--- src/hw/rtl/fcm_pkg.sv ---
// fcm_pkg: shared types, constants and helper functions for the freshness
// counter manager core. Used by fcm_alu and freshness_counter_manager_core.
package fcm_pkg;

  localparam int FV_BITS      = 32;
  localparam int LEN_W        = 6;
  localparam int OP_W         = 3;
  localparam int ID_W         = 4;
  localparam int NUM_IDS_DEF  = 16;
  localparam logic [LEN_W-1:0] MAX_LEN = LEN_W'(32);

  typedef enum logic [OP_W-1:0] {
    OP_INC     = 3'd0,
    OP_SET     = 3'd1,
    OP_TXGET   = 3'd2,
    OP_TXTRUNC = 3'd3,
    OP_RXVER   = 3'd4
  } fcm_op_t;

  typedef enum logic [3:0] {
    S_IDLE,
    S_READ,
    S_LOAD,
    S_INC,
    S_RXCMP,
    S_RXADD,
    S_RXCHK,
    S_BLEN,
    S_DONE
  } fcm_state_t;

  typedef enum logic [1:0] {
    BL_TX,
    BL_TRUNC,
    BL_RX
  } blen_kind_t;

  typedef enum logic [1:0] {
    ALU_ADD,
    ALU_SUB,
    ALU_SHR1
  } alu_op_t;

  typedef struct packed {
    alu_op_t              op;
    logic [FV_BITS-1:0]   a;
    logic [FV_BITS-1:0]   b;
  } alu_req_t;

  typedef struct packed {
    logic [FV_BITS-1:0]   res;
    logic                 carry;
  } alu_rsp_t;

  // all ones when n reaches the counter width
  function automatic logic [FV_BITS-1:0] low_mask(input logic [LEN_W-1:0] n);
    logic [FV_BITS-1:0] one;
    one = FV_BITS'(1);
    if (int'(n) >= FV_BITS) begin
      return {FV_BITS{1'b1}};
    end
    return (one << n) - one;
  endfunction

endpackage

--- src/hw/rtl/fcm_ram.sv ---
// fcm_ram: generic simple dual-port ram with registered read.
// Standalone, no package dependency.
module fcm_ram #(
  parameter int WIDTH = 32,
  parameter int DEPTH = 16
) (
  input  logic                                 clk,
  input  logic                                 we,
  input  logic [(DEPTH > 1 ? $clog2(DEPTH) : 1)-1:0] waddr,
  input  logic [WIDTH-1:0]                     wdata,
  input  logic [(DEPTH > 1 ? $clog2(DEPTH) : 1)-1:0] raddr,
  output logic [WIDTH-1:0]                     rdata
);

  logic [WIDTH-1:0] mem [DEPTH];

  always_ff @(posedge clk) begin
    if (we) begin
      mem[waddr] <= wdata;
    end
    rdata <= mem[raddr];
  end

endmodule

--- src/hw/rtl/fcm_alu.sv ---
// fcm_alu: the shared add / subtract / shift-right unit of the core.
// Depends on fcm_pkg for the request and response structs.
module fcm_alu (
  input  fcm_pkg::alu_req_t req,
  output fcm_pkg::alu_rsp_t rsp
);

  logic [fcm_pkg::FV_BITS:0] wide;

  always_comb begin
    wide = '0;
    case (req.op)
      fcm_pkg::ALU_ADD:  wide = {1'b0, req.a} + {1'b0, req.b};
      // top bit is the borrow
      fcm_pkg::ALU_SUB:  wide = {1'b0, req.a} - {1'b0, req.b};
      fcm_pkg::ALU_SHR1: wide = {2'b00, req.a[fcm_pkg::FV_BITS-1:1]};
      default:           wide = '0;
    endcase
    rsp.res   = wide[fcm_pkg::FV_BITS-1:0];
    rsp.carry = wide[fcm_pkg::FV_BITS];
  end

endmodule

--- src/hw/rtl/freshness_counter_manager_core.sv ---
// freshness_counter_manager_core: per-id freshness counters with increment, set,
// tx get, tx truncated get and rx verify. Uses fcm_pkg, fcm_ram and fcm_alu.
//
// One item is worked at a time: after a beat is taken, in_ready stays low until
// the sequencer has finished it. The counter read goes through the registered
// ram read (address, then registered data), increment and the rx steps each take
// one pass through the shared add/subtract/shift unit, and every significant-bit
// length is found by shifting through that same unit, one bit per cycle. The
// result sits in an output register, so the next beat is taken while it waits
// for out_ready. Counters read as zero after reset through per-entry valid bits;
// no clearing pass is needed.
module freshness_counter_manager_core #(
  parameter int NUM_IDS = fcm_pkg::NUM_IDS_DEF
) (
  input  logic                              clk,
  input  logic                              rst,
  input  logic                              in_valid,
  output logic                              in_ready,
  input  logic [fcm_pkg::OP_W-1:0]          opcode,
  input  logic [fcm_pkg::ID_W-1:0]          fv_id,
  input  logic [fcm_pkg::FV_BITS-1:0]       value_in,
  input  logic [fcm_pkg::LEN_W-1:0]         length_in,
  input  logic [fcm_pkg::LEN_W-1:0]         trunc_len,
  output logic                              out_valid,
  input  logic                              out_ready,
  output logic                              status,
  output logic [fcm_pkg::FV_BITS-1:0]       freshness_out,
  output logic [fcm_pkg::LEN_W-1:0]         freshness_len,
  output logic [fcm_pkg::FV_BITS-1:0]       trunc_out,
  output logic [fcm_pkg::LEN_W-1:0]         trunc_len_out
);

  localparam int IDX_W = (NUM_IDS > 1) ? $clog2(NUM_IDS) : 1;
  localparam int FVB   = fcm_pkg::FV_BITS;
  localparam int LW    = fcm_pkg::LEN_W;

  fcm_pkg::fcm_state_t  state, state_next;
  fcm_pkg::blen_kind_t  kind, kind_next;

  // captured beat
  logic [fcm_pkg::OP_W-1:0] op_q;
  logic [fcm_pkg::ID_W-1:0] id_q;
  logic [FVB-1:0]           val_q;
  logic [LW-1:0]            len_q;
  logic [LW-1:0]            tl_q;

  // working registers
  logic [FVB-1:0] cnt, cnt_next;
  logic [FVB-1:0] acc, acc_next;
  logic [LW-1:0]  n, n_next;
  logic [FVB-1:0] fo, fo_next;
  logic [LW-1:0]  fl, fl_next;
  logic [FVB-1:0] to, to_next;
  logic [LW-1:0]  tlo, tlo_next;
  logic           st, st_next;

  logic [NUM_IDS-1:0]   vld;
  logic                 vld_set;
  logic                 ram_we;
  logic [FVB-1:0]       ram_wdata;
  logic [FVB-1:0]       ram_rdata;
  logic [IDX_W+fcm_pkg::ID_W-1:0] id_ext;
  logic [IDX_W-1:0]     idx;
  logic                 id_ok;
  logic                 out_load;
  logic                 accept;

  fcm_pkg::alu_req_t alu_req;
  fcm_pkg::alu_rsp_t alu_rsp;

  logic [FVB-1:0] rx_mask;
  logic [FVB-1:0] rx_r;
  logic [LW-1:0]  tx_l;
  logic [FVB-1:0] tx_fo;
  logic [FVB-1:0] tx_to;

  assign id_ext = {{IDX_W{1'b0}}, id_q};
  assign idx    = id_ext[IDX_W-1:0];
  assign id_ok  = (int'(id_q) < NUM_IDS);
  assign accept = in_valid && in_ready;
  assign in_ready = (state == fcm_pkg::S_IDLE);

  assign rx_mask = fcm_pkg::low_mask(tl_q);
  assign rx_r    = val_q & rx_mask;
  assign tx_l    = (len_q <= n) ? len_q : n;
  assign tx_fo   = cnt & fcm_pkg::low_mask(tx_l);
  assign tx_to   = tx_fo & fcm_pkg::low_mask(tl_q);

  fcm_ram #(
    .WIDTH (FVB),
    .DEPTH (NUM_IDS)
  ) u_ram (
    .clk   (clk),
    .we    (ram_we),
    .waddr (idx),
    .wdata (ram_wdata),
    .raddr (idx),
    .rdata (ram_rdata)
  );

  fcm_alu u_alu (
    .req (alu_req),
    .rsp (alu_rsp)
  );

  always_ff @(posedge clk) begin
    if (rst) begin
      state     <= fcm_pkg::S_IDLE;
      out_valid <= 1'b0;
      vld       <= '0;
    end else begin
      state <= state_next;
      if (out_load) begin
        out_valid <= 1'b1;
      end else if (out_ready) begin
        out_valid <= 1'b0;
      end
      if (vld_set) begin
        vld[idx] <= 1'b1;
      end
    end
  end

  always_ff @(posedge clk) begin
    if (accept) begin
      op_q  <= opcode;
      id_q  <= fv_id;
      val_q <= value_in;
      len_q <= length_in;
      tl_q  <= trunc_len;
    end
    kind <= kind_next;
    cnt  <= cnt_next;
    acc  <= acc_next;
    n    <= n_next;
    fo   <= fo_next;
    fl   <= fl_next;
    to   <= to_next;
    tlo  <= tlo_next;
    st   <= st_next;
    if (out_load) begin
      status        <= st;
      freshness_out <= fo;
      freshness_len <= fl;
      trunc_out     <= to;
      trunc_len_out <= tlo;
    end
  end

  always_comb begin
    state_next  = state;
    kind_next   = kind;
    cnt_next    = cnt;
    acc_next    = acc;
    n_next      = n;
    fo_next     = fo;
    fl_next     = fl;
    to_next     = to;
    tlo_next    = tlo;
    st_next     = st;
    ram_we      = 1'b0;
    ram_wdata   = '0;
    vld_set     = 1'b0;
    out_load    = 1'b0;
    alu_req.op  = fcm_pkg::ALU_ADD;
    alu_req.a   = cnt;
    alu_req.b   = '0;

    unique case (state)
      fcm_pkg::S_IDLE: begin
        if (accept) begin
          state_next = fcm_pkg::S_READ;
        end
      end

      fcm_pkg::S_READ: begin
        state_next = fcm_pkg::S_LOAD;
      end

      fcm_pkg::S_LOAD: begin
        cnt_next   = (id_ok && vld[idx]) ? ram_rdata : '0;
        st_next    = 1'b1;
        fo_next    = '0;
        fl_next    = '0;
        to_next    = '0;
        tlo_next   = '0;
        acc_next   = (id_ok && vld[idx]) ? ram_rdata : '0;
        n_next     = '0;
        state_next = fcm_pkg::S_DONE;
        if (id_ok) begin
          unique case (op_q)
            fcm_pkg::OP_INC: begin
              state_next = fcm_pkg::S_INC;
            end
            fcm_pkg::OP_SET: begin
              if (len_q <= fcm_pkg::MAX_LEN) begin
                ram_we    = 1'b1;
                vld_set   = 1'b1;
                ram_wdata = val_q & fcm_pkg::low_mask(len_q);
                st_next   = 1'b0;
              end
            end
            fcm_pkg::OP_TXGET: begin
              if (len_q <= fcm_pkg::MAX_LEN) begin
                kind_next  = fcm_pkg::BL_TX;
                state_next = fcm_pkg::S_BLEN;
              end
            end
            fcm_pkg::OP_TXTRUNC: begin
              if (len_q <= fcm_pkg::MAX_LEN && tl_q <= fcm_pkg::MAX_LEN) begin
                kind_next  = fcm_pkg::BL_TX;
                state_next = fcm_pkg::S_BLEN;
              end
            end
            fcm_pkg::OP_RXVER: begin
              if (tl_q <= fcm_pkg::MAX_LEN) begin
                if (int'(tl_q) >= FVB) begin
                  // received bits cover the whole counter
                  fo_next    = rx_r;
                  state_next = fcm_pkg::S_RXCHK;
                end else begin
                  fo_next    = ((id_ok && vld[idx]) ? ram_rdata : '0) & ~rx_mask;
                  state_next = fcm_pkg::S_RXCMP;
                end
              end
            end
            default: begin
              state_next = fcm_pkg::S_DONE;
            end
          endcase
        end
      end

      fcm_pkg::S_INC: begin
        alu_req.op = fcm_pkg::ALU_ADD;
        alu_req.a  = cnt;
        alu_req.b  = FVB'(1);
        ram_we     = 1'b1;
        vld_set    = 1'b1;
        ram_wdata  = alu_rsp.res;
        st_next    = 1'b0;
        state_next = fcm_pkg::S_DONE;
      end

      fcm_pkg::S_RXCMP: begin
        // borrow means the received bits are above the counter's low bits
        alu_req.op = fcm_pkg::ALU_SUB;
        alu_req.a  = cnt & rx_mask;
        alu_req.b  = rx_r;
        if (alu_rsp.carry) begin
          fo_next    = fo | rx_r;
          state_next = fcm_pkg::S_RXCHK;
        end else begin
          state_next = fcm_pkg::S_RXADD;
        end
      end

      fcm_pkg::S_RXADD: begin
        alu_req.op = fcm_pkg::ALU_ADD;
        alu_req.a  = fo;
        alu_req.b  = FVB'(1) << tl_q;
        fo_next    = alu_rsp.res | rx_r;
        state_next = fcm_pkg::S_RXCHK;
      end

      fcm_pkg::S_RXCHK: begin
        // fresh only if candidate is strictly above the counter
        alu_req.op = fcm_pkg::ALU_SUB;
        alu_req.a  = cnt;
        alu_req.b  = fo;
        st_next    = !alu_rsp.carry;
        acc_next   = fo;
        n_next     = '0;
        kind_next  = fcm_pkg::BL_RX;
        state_next = fcm_pkg::S_BLEN;
      end

      fcm_pkg::S_BLEN: begin
        alu_req.op = fcm_pkg::ALU_SHR1;
        alu_req.a  = acc;
        if (acc != '0) begin
          acc_next = alu_rsp.res;
          n_next   = n + LW'(1);
        end else begin
          state_next = fcm_pkg::S_DONE;
          unique case (kind)
            fcm_pkg::BL_TX: begin
              fo_next = tx_fo;
              fl_next = tx_l;
              st_next = 1'b0;
              if (op_q == fcm_pkg::OP_TXTRUNC) begin
                to_next    = tx_to;
                acc_next   = tx_to;
                n_next     = '0;
                kind_next  = fcm_pkg::BL_TRUNC;
                state_next = fcm_pkg::S_BLEN;
              end
            end
            fcm_pkg::BL_TRUNC: begin
              tlo_next = n;
            end
            fcm_pkg::BL_RX: begin
              fl_next = n;
            end
            default: begin
              state_next = fcm_pkg::S_DONE;
            end
          endcase
        end
      end

      fcm_pkg::S_DONE: begin
        if (!out_valid || out_ready) begin
          out_load   = 1'b1;
          state_next = fcm_pkg::S_IDLE;
        end
      end

      default: begin
        state_next = fcm_pkg::S_IDLE;
      end
    endcase
  end

`ifndef SYNTHESIS
  a_out_from_done: assert property (@(posedge clk) disable iff (rst)
    $rose(out_valid) |-> $past(state == fcm_pkg::S_DONE))
    else $error("result beat raised outside the done step");

  a_write_good_id: assert property (@(posedge clk) disable iff (rst)
    ram_we |-> id_ok)
    else $error("counter written for an out-of-range id");

  a_len_range: assert property (@(posedge clk) disable iff (rst)
    out_valid |-> (freshness_len <= fcm_pkg::MAX_LEN))
    else $error("freshness length beyond the counter width");

  a_trunc_le_full: assert property (@(posedge clk) disable iff (rst)
    out_valid |-> (trunc_len_out <= freshness_len))
    else $error("truncated length above the full length");
`endif

endmodule
--- config.mk ---
export PLATFORM = sky130hd
export DESIGN_NAME = freshness_counter_manager_core
export DESIGN_NICKNAME = d
export VERILOG_FILES = /design/src/hw/rtl/fcm_pkg.sv /design/src/hw/rtl/fcm_ram.sv /design/src/hw/rtl/fcm_alu.sv /design/src/hw/rtl/freshness_counter_manager_core.sv
export SDC_FILE = /design/constraint.sdc
export NUM_CORES = 1
export LEC_CHECK = 0
export ABC_AREA = 1
export BUFFER_PORTS_ARGS = -buffer_cell sky130_fd_sc_hd__buf_2
export CORE_ASPECT_RATIO = 1.75
export CORE_UTILIZATION = 45
export CTS_CLUSTER_SIZE = 12
export DETAILED_ROUTE_END_ITERATION = 10
export PLACE_DENSITY = 0.7
export SLEW_MARGIN = 15
export SYNTH_ARGS = -nofsm -noshare
export SYNTH_HDL_FRONTEND = slang
export SYNTH_SLANG_ARGS = --single-unit
--- constraint.sdc ---
create_clock -name clk -period 15.75 [get_ports clk]
set_input_delay 4.725 -clock clk [delete_from_list [all_inputs] [get_ports clk]]
set_output_delay 4.725 -clock clk [all_outputs]
set_load 0.02 [all_outputs]
### Word level (Yosys, flattened, before mapping)

Memories as Yosys holds them, arrays and structs flattened. A register that Yosys moved wholly into a read port is not among the register bits.
Cells that the tools add are included.

* add/subtract/negate cells: 6
* multipliers: 0
* div/mod/pow operators: 0
* $lt $le $gt $ge: 8
* equality and inequality tests: 29
* shifts and indexed selects: 3
* muxes and demuxes: 83
* bitwise operators: 10
* reduce and logical (&&, ||, !) cells: 27

Operator list (number)
* $mux W32: 22
* $pmux W32 S4: 2
* $and A32 B32 Y32: 6
* $pmux W34 S4: 1
* $pmux W32 S2: 2
* $pmux W33 S3: 1
* $pmux W32 S3: 1
* $shl A1 B6 Y32 const A: 3
* $sub A32 B1 Y32 const B: 3
* $or A32 B32 Y32: 2
* $pmux W6 S2: 4
* $mux W6: 7
* $pmux W4 S9: 1
* $add A32 B32 Y33: 1
* $sub A32 B32 Y33: 1
* $mux W4: 8
* $not A32 Y32: 1
* $reduce_bool A32 Y1: 1
* $mux W1: 20
* $ge A6 B6 Y1 const B: 3
* $reduce_and A3 Y1: 6
* $eq A4 B3 Y1 const B: 4
* $or A16 B16 Y16: 1
* $pmux W4 S4: 1
* 37 further kinds: 64

* flip-flop bits (word level): 298
* bits in latches: 0
* RAM bits: 512
* bits in read-only memories: 0
* input bits: 55
* output and inout port bits: 79
* memories kept: 1

Memories
* u_ram.mem: words 16, width 32, rd ports 1, clocked after Yosys merged registers in 1, write ports 1, line fcm_ram.sv:15 `logic [WIDTH-1:0] mem [DEPTH];`

### Longest topological paths before layout

Gate-level depths: netlist of the first run.

* word-level depth: 13
* gate-level depth with buffers: 40
* depth with buffers taken out: 39

### Hierarchy

From an unflattened synthesis of the first run, not the netlist that was laid out.

* cells, all modules: 5109
* area total of the unflattened synthesis: 44237.4 um^2

Modules (own cells, without submodules)
* fcm_ram: instances 1, cells each 2122, area each 22745.6 um^2, seq. area each 16015.4 um^2
* freshness_counter_manager_core: instances 1, cells each 2169, area each 17613.1 um^2, seq. area each 8738.4 um^2
* fcm_alu: instances 1, cells each 818, area each 3878.7 um^2, seq. area each 0.0 um^2

### Worst setup path before layout of the first run

Ideal clock, no wire load.

* kind: input port to flip-flop
* start point: input port out_ready
* end point: register freshness_len[0] in the netlist's numbering (enable)
* arrival time: 12035 ps
* data required time: 15048 ps
* setup slack: 3013 ps
* stages: 2
* path buffers: 0
* cell sequence: nor2_1 -> nor4_1

* cells in the longest elaborated chain, start to end: 3

Ends and longest elaborated chain
* start: declaration: line freshness_counter_manager_core.sv:25 `input logic out_ready,`
* $logic_or A1 B1 Y1: line freshness_counter_manager_core.sv:313 `if (!out_valid || out_ready) begin`
* $mux W1: line freshness_counter_manager_core.sv:313
* $mux W1: line freshness_counter_manager_core.sv:169 `unique case (state)`
* net out_load: line freshness_counter_manager_core.sv:65 `logic out_load;`
* end signal: assignment: line freshness_counter_manager_core.sv:144 `freshness_len <= fl;`
* end: declaration: line freshness_counter_manager_core.sv:28 `output logic [fcm_pkg::LEN_W-1:0] freshness_len,`

The timed path passes the listed nets, and every way through them passes these cells.
A chain may end at the register's enable or synchronous reset.

### Worst setup path in the final report of the first run

* start point: register state[0]
* end point: register fo[27] (enable)

* cells in the longest elaborated chain, start to end: 6

Ends and longest elaborated chain
* start: declaration: line freshness_counter_manager_core.sv:37 `fcm_pkg::fcm_state_t state, state_next;`
* start signal: assignment: line freshness_counter_manager_core.sv:108 `state <= fcm_pkg::S_IDLE;`
* start signal: assignment: line freshness_counter_manager_core.sv:112 `state <= state_next;`
* $eq A4 B3 Y1 / $eq A4 B2 Y1 (equally long branches): line freshness_counter_manager_core.sv:169
* $pmux W34 S4 / $pmux W32 S4 (equally long branches): line freshness_counter_manager_core.sv:169
* $sub A32 B32 Y33 (tied with other cells): line fcm_alu.sv:15 `fcm_pkg::ALU_SUB: wide = {1'b0, req.a} - {1'b0, req.b};`
* $pmux W33 S3: line fcm_alu.sv:12 `case (req.op)`
* $ne A2 B1 Y1 (no source line)
* $reduce_and A4 Y1 (no source line) (*)
* end signal: assignment: line freshness_counter_manager_core.sv:136 `fo <= fo_next;`
* end: declaration: line freshness_counter_manager_core.sv:51 `logic [FVB-1:0] fo, fo_next;`

Every way passes the cells marked *; elsewhere a longest branch is shown, timed or not.

==> impl_metrics.tcl, run 1 <==
set metrics [dict create \
    cp.arrival_ns 8.61 \
    final_cell_mix "edfxtp_1 (789), nand2_1 (613), nor2_1 (382)" \
    r2r_slack_ns 7.48 \
    yosysTopAreaCell "edfxtp_1" \
    fp.dieArea_um2 90200 \
    outcome "complete, no violations" \
    port_buffers 133 \
    dpl.hpwl_um 107000 \
    htreeDepth 3 \
    start_kind "register" \
    layout_commonest_cell "edfxtp_1" \
    clockRootBuffer "clkbuf_16" \
    syn_nets 3917 \
    vias 31660 \
    place_ws_ns 7.75 \
    fin_crit_sh_pct 52.5 \
    ys_ff_latch 842 \
    drc 0 \
    drt_iter0_markers 3569 \
    ys_seq_area_share_pct 61.8 \
    cts_sinks 842 \
    min_path_cells 0 \
    clkPwrFrac_pct 34.4 \
    fmax_mhz 121 \
    worstHoldEndpoint "trunc_out[20]$_DFFE_PP_" \
    firstDrtPassIters 9 \
    setup_ws_ns 7.48 \
    tightest_slew_ns 1.12 \
    drive_gt1_share_pct 12.6 \
    clk_path_buf_depth 3 \
    dieWidth_um 227 \
    layout.nets 4056 \
    worstRegToRegCells 30 \
    crit_type "register to register" \
    grt_pass1_wl_um 213000 \
    ios 134 \
    routabilityCongestion 1.15 \
    post_cts_buffers 0 \
    hp-class "register to register" \
    end_kind "register" \
    ctsHoldBuffers 0 \
    drv_slew 0 \
    fill_cells 7858 \
    relSlewSlack_pct 24.5 \
    cap_violations 0 \
    fin_crit_ns 8.27 \
    totalWireLength_um 151000 \
    cp_top_family "buffers and inverters" \
    final_area_um2 44800 \
    cts_tree "built" \
    clock_skew_ns 0.0301 \
    ys.flop_type "edfxtp_1" \
    worstSkewPairLatency_ns 0.71 \
    grt_max_degree 72 \
    rows 144 \
    crit_fanout 23 \
    synth_edf_count 789 \
    die_h_um 397 \
    overflow 0 \
    r2r_end "fo[27]$_DFFE_PP_" \
    crit_path_frequent_cell "inv_1" \
    crit_required_ns 16.08 \
    netlist_area_um2 40000 \
    start_util_pct 45.4 \
    wl_per_cell_um 29.1 \
    synth.avg_cell_area_um2 10.5 \
    whs_ns 0.413 \
    synth_top_area_share_pct 59.2 \
    cts_buffers 82 \
    swShare_pct 30.8 \
    p_sw_uw 1680 \
    synth_area_leaders "edfxtp_1 (59%), nand2_1 (5.8%), a22oi_1 (5.4%), nor2_1 (3.8%), a21oi_1 (3.2%)" \
    synthCells 3818 \
    share_comb_of_total_power_pct 18.4 \
    intPower_uw 3770 \
    area_delta_synth_final_pct 11.9 \
    via_per_inst 6.10 \
    async_reset_ff_share_pct 0 \
    crit_slowest_cell "a21oi_1" \
    grt_util_all_layers_pct 33.6 \
    r2r-start "state[0]$_SDFFE_PP0P_" \
    antenna_found_initial 10 \
    ys_warn_count 0 \
    leakage_uw 0.0170 \
    max_stage_delay_ns 0.80 \
    setup_violations 0 \
    core_area_um2 88100 \
    rsz0062_at_grt "false" \
    synth.distinct_cells 69 \
    seqPwrFrac_pct 47.2 \
    crit_buf_inv 11 \
    hold_viol 0 \
    fin_setup_tns_ns 0 \
    hold_start "to[20]$_SDFFCE_PN0P_" \
    grt_pass1_vias 31129 \
    cts-resized-gates 0 \
    ir_worst_vdd_mv 0.0912 \
    place_area_um2 42300 \
    path_clk_slew_ns 0.07 \
    antenna_left 0 \
    power.density_nw_per_um2 122 \
]
[routing by layer]
layer  vias up  GRT usage [%]  wire, um
met5         -              0        59
met4        10           24.3     12400
met3       505           7.19     13100
met2      1821           56.5     74000
met1     15266           37.2     51500
li1      14058              -         -
[state kept, by name (all words and copies together) (netlist names), 16 cells and up]
register,count
freshness_out,32
fo,32
trunc_out,32
cnt,32
to,32
u_ram.mem,512
acc,32
u_ram.rdata,32
vld,16
val_q,32
[worst register-to-register path: cells and delay by family (launching register included)]
family	cells	cell delay, ns
AOI/OAI and AO/OA	6	2.07
xor gates and xnor gates	1	0.17
adders and majority gates	2	0.58
buffers and inverters	11	2.58
DFF	1	0.45
and+or+nand+nor	10	2.01
[logic make-up (layout without fill, tap and decap cells)]
kind of cell | count (synthesis) | in the layout | share of synthesized area [%]
XOR/XNOR | 29 | 29 | 0.634
buffers and inverters | 529 | 734 | 5.19
flip-flops | 842 | 842 | 61.8
adder cells (fa/ha/maj) | 44 | 44 | 1.39
other | 0 | 3 | 0
AO/OA/AOI/OAI | 871 | 871 | 14.0
AND/OR/NAND/NOR | 1503 | 1503 | 16.9
[layout make-up]
cell class | count | area, um^2 | share of cell area [%]
Antenna cell | 3 | 7.51 | 0.0168
Clock buffer | 137 | 2320 | 5.18
Clock inverter | 13 | 151 | 0.338
Inverter | 367 | 1390 | 3.10
Multi-Input combinational cell | 2447 | 13400 | 30.0
Sequential cell | 842 | 24800 | 55.2
Tap cell | 1168 | 1460 | 3.26
Timing Repair Buffer | 217 | 1300 | 2.89
[metrics by stage]
stage | utilization (%) | instances | total power (uW)
2_1_floorplan | - | 3818 | 3190
3_5_place_dp | 48.0 | 5041 | 3590
4_1_cts | 50.8 | 5191 | 5430
6_report | 50.9 | 5194 | 5450
3_3_place_gp | 48.0 | 5041 | 3580
5_1_grt | 50.9 | 5191 | 5610
[worst max path at each step]
stage / from / end / slack (ns) / cells after the start
after floorplan: out_ready / freshness_len[0]$_DFFE_PP_ / 3.01 / 2
after global placement: state[0]$_SDFFE_PP0P_ / fo[31]$_DFFE_PP_ / 7.87 / 32
after detailed placement: state[0]$_SDFFE_PP0P_ / fo[30]$_DFFE_PP_ / 7.75 / 30
after CTS: state[0]$_SDFFE_PP0P_ / fo[26]$_DFFE_PP_ / 7.72 / 30
after global routing: state[0]$_SDFFE_PP0P_ / fo[27]$_DFFE_PP_ / 7.25 / 32
final: state[0]$_SDFFE_PP0P_ / fo[27]$_DFFE_PP_ / 7.48 / 30
[cell usage after synthesis (all sizes together), types with 13 or more instances]
cell type	count
o22ai	15
a22oi	287
nand4	50
ha	43
dfxtp	53
nor2	459
clkbuf	120
or4	32
nand3	233
o211ai	39
buf	42
nor3	46
a221oi	18
o21ai	164
a21oi	258
xor2	18
a211oi	13
or2	18
inv	361
nor4	16
nand2	635
edfxtp	789
[power groups by stage]
stage | Sequential [uW] | Clock [uW] | Combinational [uW]
after floorplan | 2590 | 0 | 598
after global placement | 2620 | 0 | 968
after detailed placement | 2620 | 0 | 968
after CTS | 2570 | 1890 | 972
after global routing | 2580 | 1970 | 1060
final | 2570 | 1870 | 1010
No activity file was read; power rests on OpenSTA's default activity.
==> run 2, diff against run 1 <==
--- a/config.mk
+++ b/config.mk
@@ -5,13 +5,13 @@
 export SDC_FILE = /design/constraint.sdc
 export NUM_CORES = 1
 export LEC_CHECK = 0
-export ABC_AREA = 1
+export ABC_AREA = 0
 export BUFFER_PORTS_ARGS = -buffer_cell sky130_fd_sc_hd__buf_2
 export CORE_ASPECT_RATIO = 1.75
 export CORE_UTILIZATION = 45
 export CTS_CLUSTER_SIZE = 12
 export DETAILED_ROUTE_END_ITERATION = 10
-export PLACE_DENSITY = 0.7
+export PLACE_DENSITY = 0.72
 export SLEW_MARGIN = 15
 export SYNTH_ARGS = -nofsm -noshare
 export SYNTH_HDL_FRONTEND = slang
==> constraint.sdc (replaced) <==
create_clock -name clk -period 6.7 [get_ports clk]
set_input_delay 2.01 -clock clk [delete_from_list [all_inputs] [get_ports clk]]
set_output_delay 2.01 -clock clk [all_outputs]
set_load 0.02 [all_outputs]
==> run 2 against run 1 <==
Compared with the run above:
- sequential power is 130% higher
- largest cell class unchanged
- clock skew is 0.0069 ns higher
- die area is 1.7% lower
- flip-flop and latch count stayed put
- non-clock buffer count is 185 higher
==> impl_metrics.tcl, run 2 <==
set metrics [dict create \
    outcome "complete, no violations" \
    cp.arrival_ns 6.85 \
    clockRootBuffer "clkbuf_16" \
    grt_pass1_vias 28708 \
    layout_commonest_cell "edfxtp_1" \
    crit_fanout 19 \
    placedCellCount 4245 \
    overflow 0 \
    grt_pass1_wl_um 203000 \
    netlist_area_um2 39400 \
    dieWidth_um 226 \
    final_cell_mix "edfxtp_1 (789), buf_4 (256), nand2_1 (225)" \
    rsz0062_at_grt "false" \
    final_area_um2 45800 \
    antenna_found_initial 5 \
    wl_per_cell_um 32.7 \
    leakage_uw 0.0162 \
    ir_worst_vdd_mv 0.178 \
    ys_warn_count 0 \
    intPower_uw 9090 \
    drive_gt1_share_pct 22.9 \
    clkPwrFrac_pct 36.4 \
    hold_viol 0 \
    drv_slew 0 \
    grt_max_degree 70 \
    seqPwrFrac_pct 48.3 \
    firstDrtPassIters 6 \
    largest_register_ffs 512 \
    clk_path_buf_depth 3 \
    start_util_pct 45.4 \
    synth_common_cells "edfxtp_1 (789), nand2_1 (225), nor2_1 (184), o21ai_0 (179), mux4_2 (165)" \
    crit_path_frequent_cell "o21ai_0" \
    share_comb_of_total_power_pct 15.3 \
    cts_buffers 82 \
    rows 143 \
    fp.dieArea_um2 88700 \
    multiInputGateArea_um2 13900 \
    crit_slowest_cell "o21ai_0" \
    start_kind "register" \
    fin_setup_tns_ns 0 \
    ios 134 \
    totalWireLength_um 144000 \
    ys_ff_latch 842 \
    htreeDepth 3 \
    end_kind "register" \
    worstSkewPairLatency_ns 0.70 \
    ys_seq_area_share_pct 62.9 \
    synth_edf_count 789 \
    relSlewSlack_pct 14.8 \
    drt_iter0_markers 3824 \
    synthCells 2863 \
    antenna_left 0 \
    top_register "u_ram.mem" \
    tightest_slew_ns 1.28 \
    synth.distinct_cells 90 \
    core_area_um2 86800 \
    async_reset_ff_share_pct 0 \
    crit_type "register to register" \
    routabilityCongestion 1.08 \
    swShare_pct 26.8 \
    crit_buf_inv 4 \
    cap_violations 0 \
    ys.flop_type "edfxtp_1" \
    ctsHoldBuffers 0 \
    synth_top_area_share_pct 60.2 \
    setup_violations 0 \
    place_area_um2 43200 \
    synth_area_leaders "edfxtp_1 (60%), mux4_2 (9.4%), dfxtp_1 (2.7%), o21ai_0 (2.3%), nand2_1 (2.1%)" \
    finalNonFillerCells 4400 \
    drc 0 \
    seq_area_um2 24800 \
    port_buffers 133 \
    fmax_mhz 158 \
    via_per_inst 6.55 \
    p_sw_uw 3330 \
    layout.nets 3269 \
    cts_sinks 842 \
    die_h_um 393 \
    path_clk_slew_ns 0.06 \
    path_cells "nor4_4, nand2_1, ha_1, buf_4, o21ai_0, nand2_1, a21o_1, a31oi_1, nand3_1, buf_4, o21ai_0, xor2_1, ha_1, nand2_1, o21ai_0, a211oi_1, buf_4, o21ai_0, nor2_1, o21ai_0, xor2_1, nand2_1, o41ai_2, buf_4" \
    fin_crit_sh_pct 94.7 \
    area_delta_synth_final_pct 16.4 \
    fill_cells 7119 \
    cts_tree "built" \
    synth.avg_cell_area_um2 13.7 \
    power.density_nw_per_um2 271 \
    yosysTopAreaCell "edfxtp_1" \
    clock_skew_ns 0.0370 \
    cp_top_family "compound AO/OA/AOI/OAI gates" \
    max_stage_delay_ns 0.50 \
    grt_util_all_layers_pct 32.7 \
    final_util_pct 52.8 \
    synth_most_common_cell "edfxtp_1" \
    syn_nets 2962 \
    crit_required_ns 7.21 \
    dpl.hpwl_um 101000 \
    hp-class "register to register" \
    vias 28805 \
    fin_crit_ns 6.34 \
]
## run 2: through the flow
| step | hold WS, ns | setup WS (ns) | power, uW |
|---|---|---|---|
| after floorplan | 0.400 | 0.0591 | 7070 |
| after global placement | 0.401 | -0.00429 | 7900 |
| after detailed placement | 0.405 | -0.0944 | 7900 |
| after CTS | 0.418 | 0.0584 | 12400 |
| after global routing | 0.422 | 0.0264 | 12700 |
| final | 0.416 | 0.358 | 12400 |
## run 2: power groups by stage
| stage | registers [uW] | clock network, uW | logic (uW) |
|---|---|---|---|
| after floorplan | 6020 | 0 | 1040 |
| after CTS | 5980 | 4560 | 1820 |
| after global placement | 6090 | 0 | 1810 |
| after detailed placement | 6090 | 0 | 1810 |
| final | 5990 | 4520 | 1900 |
| after global routing | 5990 | 4750 | 1970 |
## run 2: path summary, 6_finish.rpt
kind                                          start                         end  slack, ns  cells past startpoint
worst max register to register    tl_q[3]$_DFFE_PP_  u_ram.mem[7][24]$_DFFE_PP_       0.36                     24
worst min-delay path            to[9]$_SDFFCE_PN0P_      trunc_out[9]$_DFFE_PP_       0.42                      0
worst max-delay path              tl_q[3]$_DFFE_PP_  u_ram.mem[7][24]$_DFFE_PP_       0.36                     24
worst min register to register  to[9]$_SDFFCE_PN0P_      trunc_out[9]$_DFFE_PP_       0.42                      0
## run 2: timing repair
action,4_1_cts,5_1_grt
gates resized for setup,2,8
buffers inserted,0,1
setup endpoints to repair,48,150
pin swaps,0,1
gates cloned,0,0
## run 2: routing by layer
metal	GRT usage (%)	wire, um
met1	34.8	46000
met4	28.9	15100
met3	7.08	12900
met2	54.6	69800
met5	0	38
## run 2: layout make-up
type,instances,share of cell area [%]
Multi-Input combinational cell,1782,30.4
Antenna cell,3,0.0164
Tap cell,1160,3.17
Inverter,60,0.492
Clock inverter,13,0.541
Sequential cell,842,54.0
Clock buffer,138,5.08
Timing Repair Buffer,402,6.22
## run 2: worst reg2reg max path: stages, from the launching register on
cell	delay, ns
edfxtp_1	0.44
nor4_4	0.39
nand2_1	0.13
ha_1	0.29
buf_4	0.24
o21ai_0	0.19
nand2_1	0.15
a21o_1	0.21
a31oi_1	0.31
nand3_1	0.22
buf_4	0.22
o21ai_0	0.18
xor2_1	0.10
ha_1	0.36
nand2_1	0.06
o21ai_0	0.50
a211oi_1	0.19
buf_4	0.17
o21ai_0	0.33
nor2_1	0.12
o21ai_0	0.33
xor2_1	0.39
nand2_1	0.14
o41ai_2	0.23
buf_4	0.27
## run 2: cells by family after synthesis
logic type | Yosys count | synth area share [%]
AO/OA/AOI/OAI | 728 | 12.3
multiplexers | 206 | 10.5
AND/OR/NAND/NOR | 753 | 9.35
adder cells (fa/ha/maj) | 44 | 1.42
flip-flops | 842 | 62.9
XOR/XNOR | 51 | 1.13
buffers and inverters | 239 | 2.38
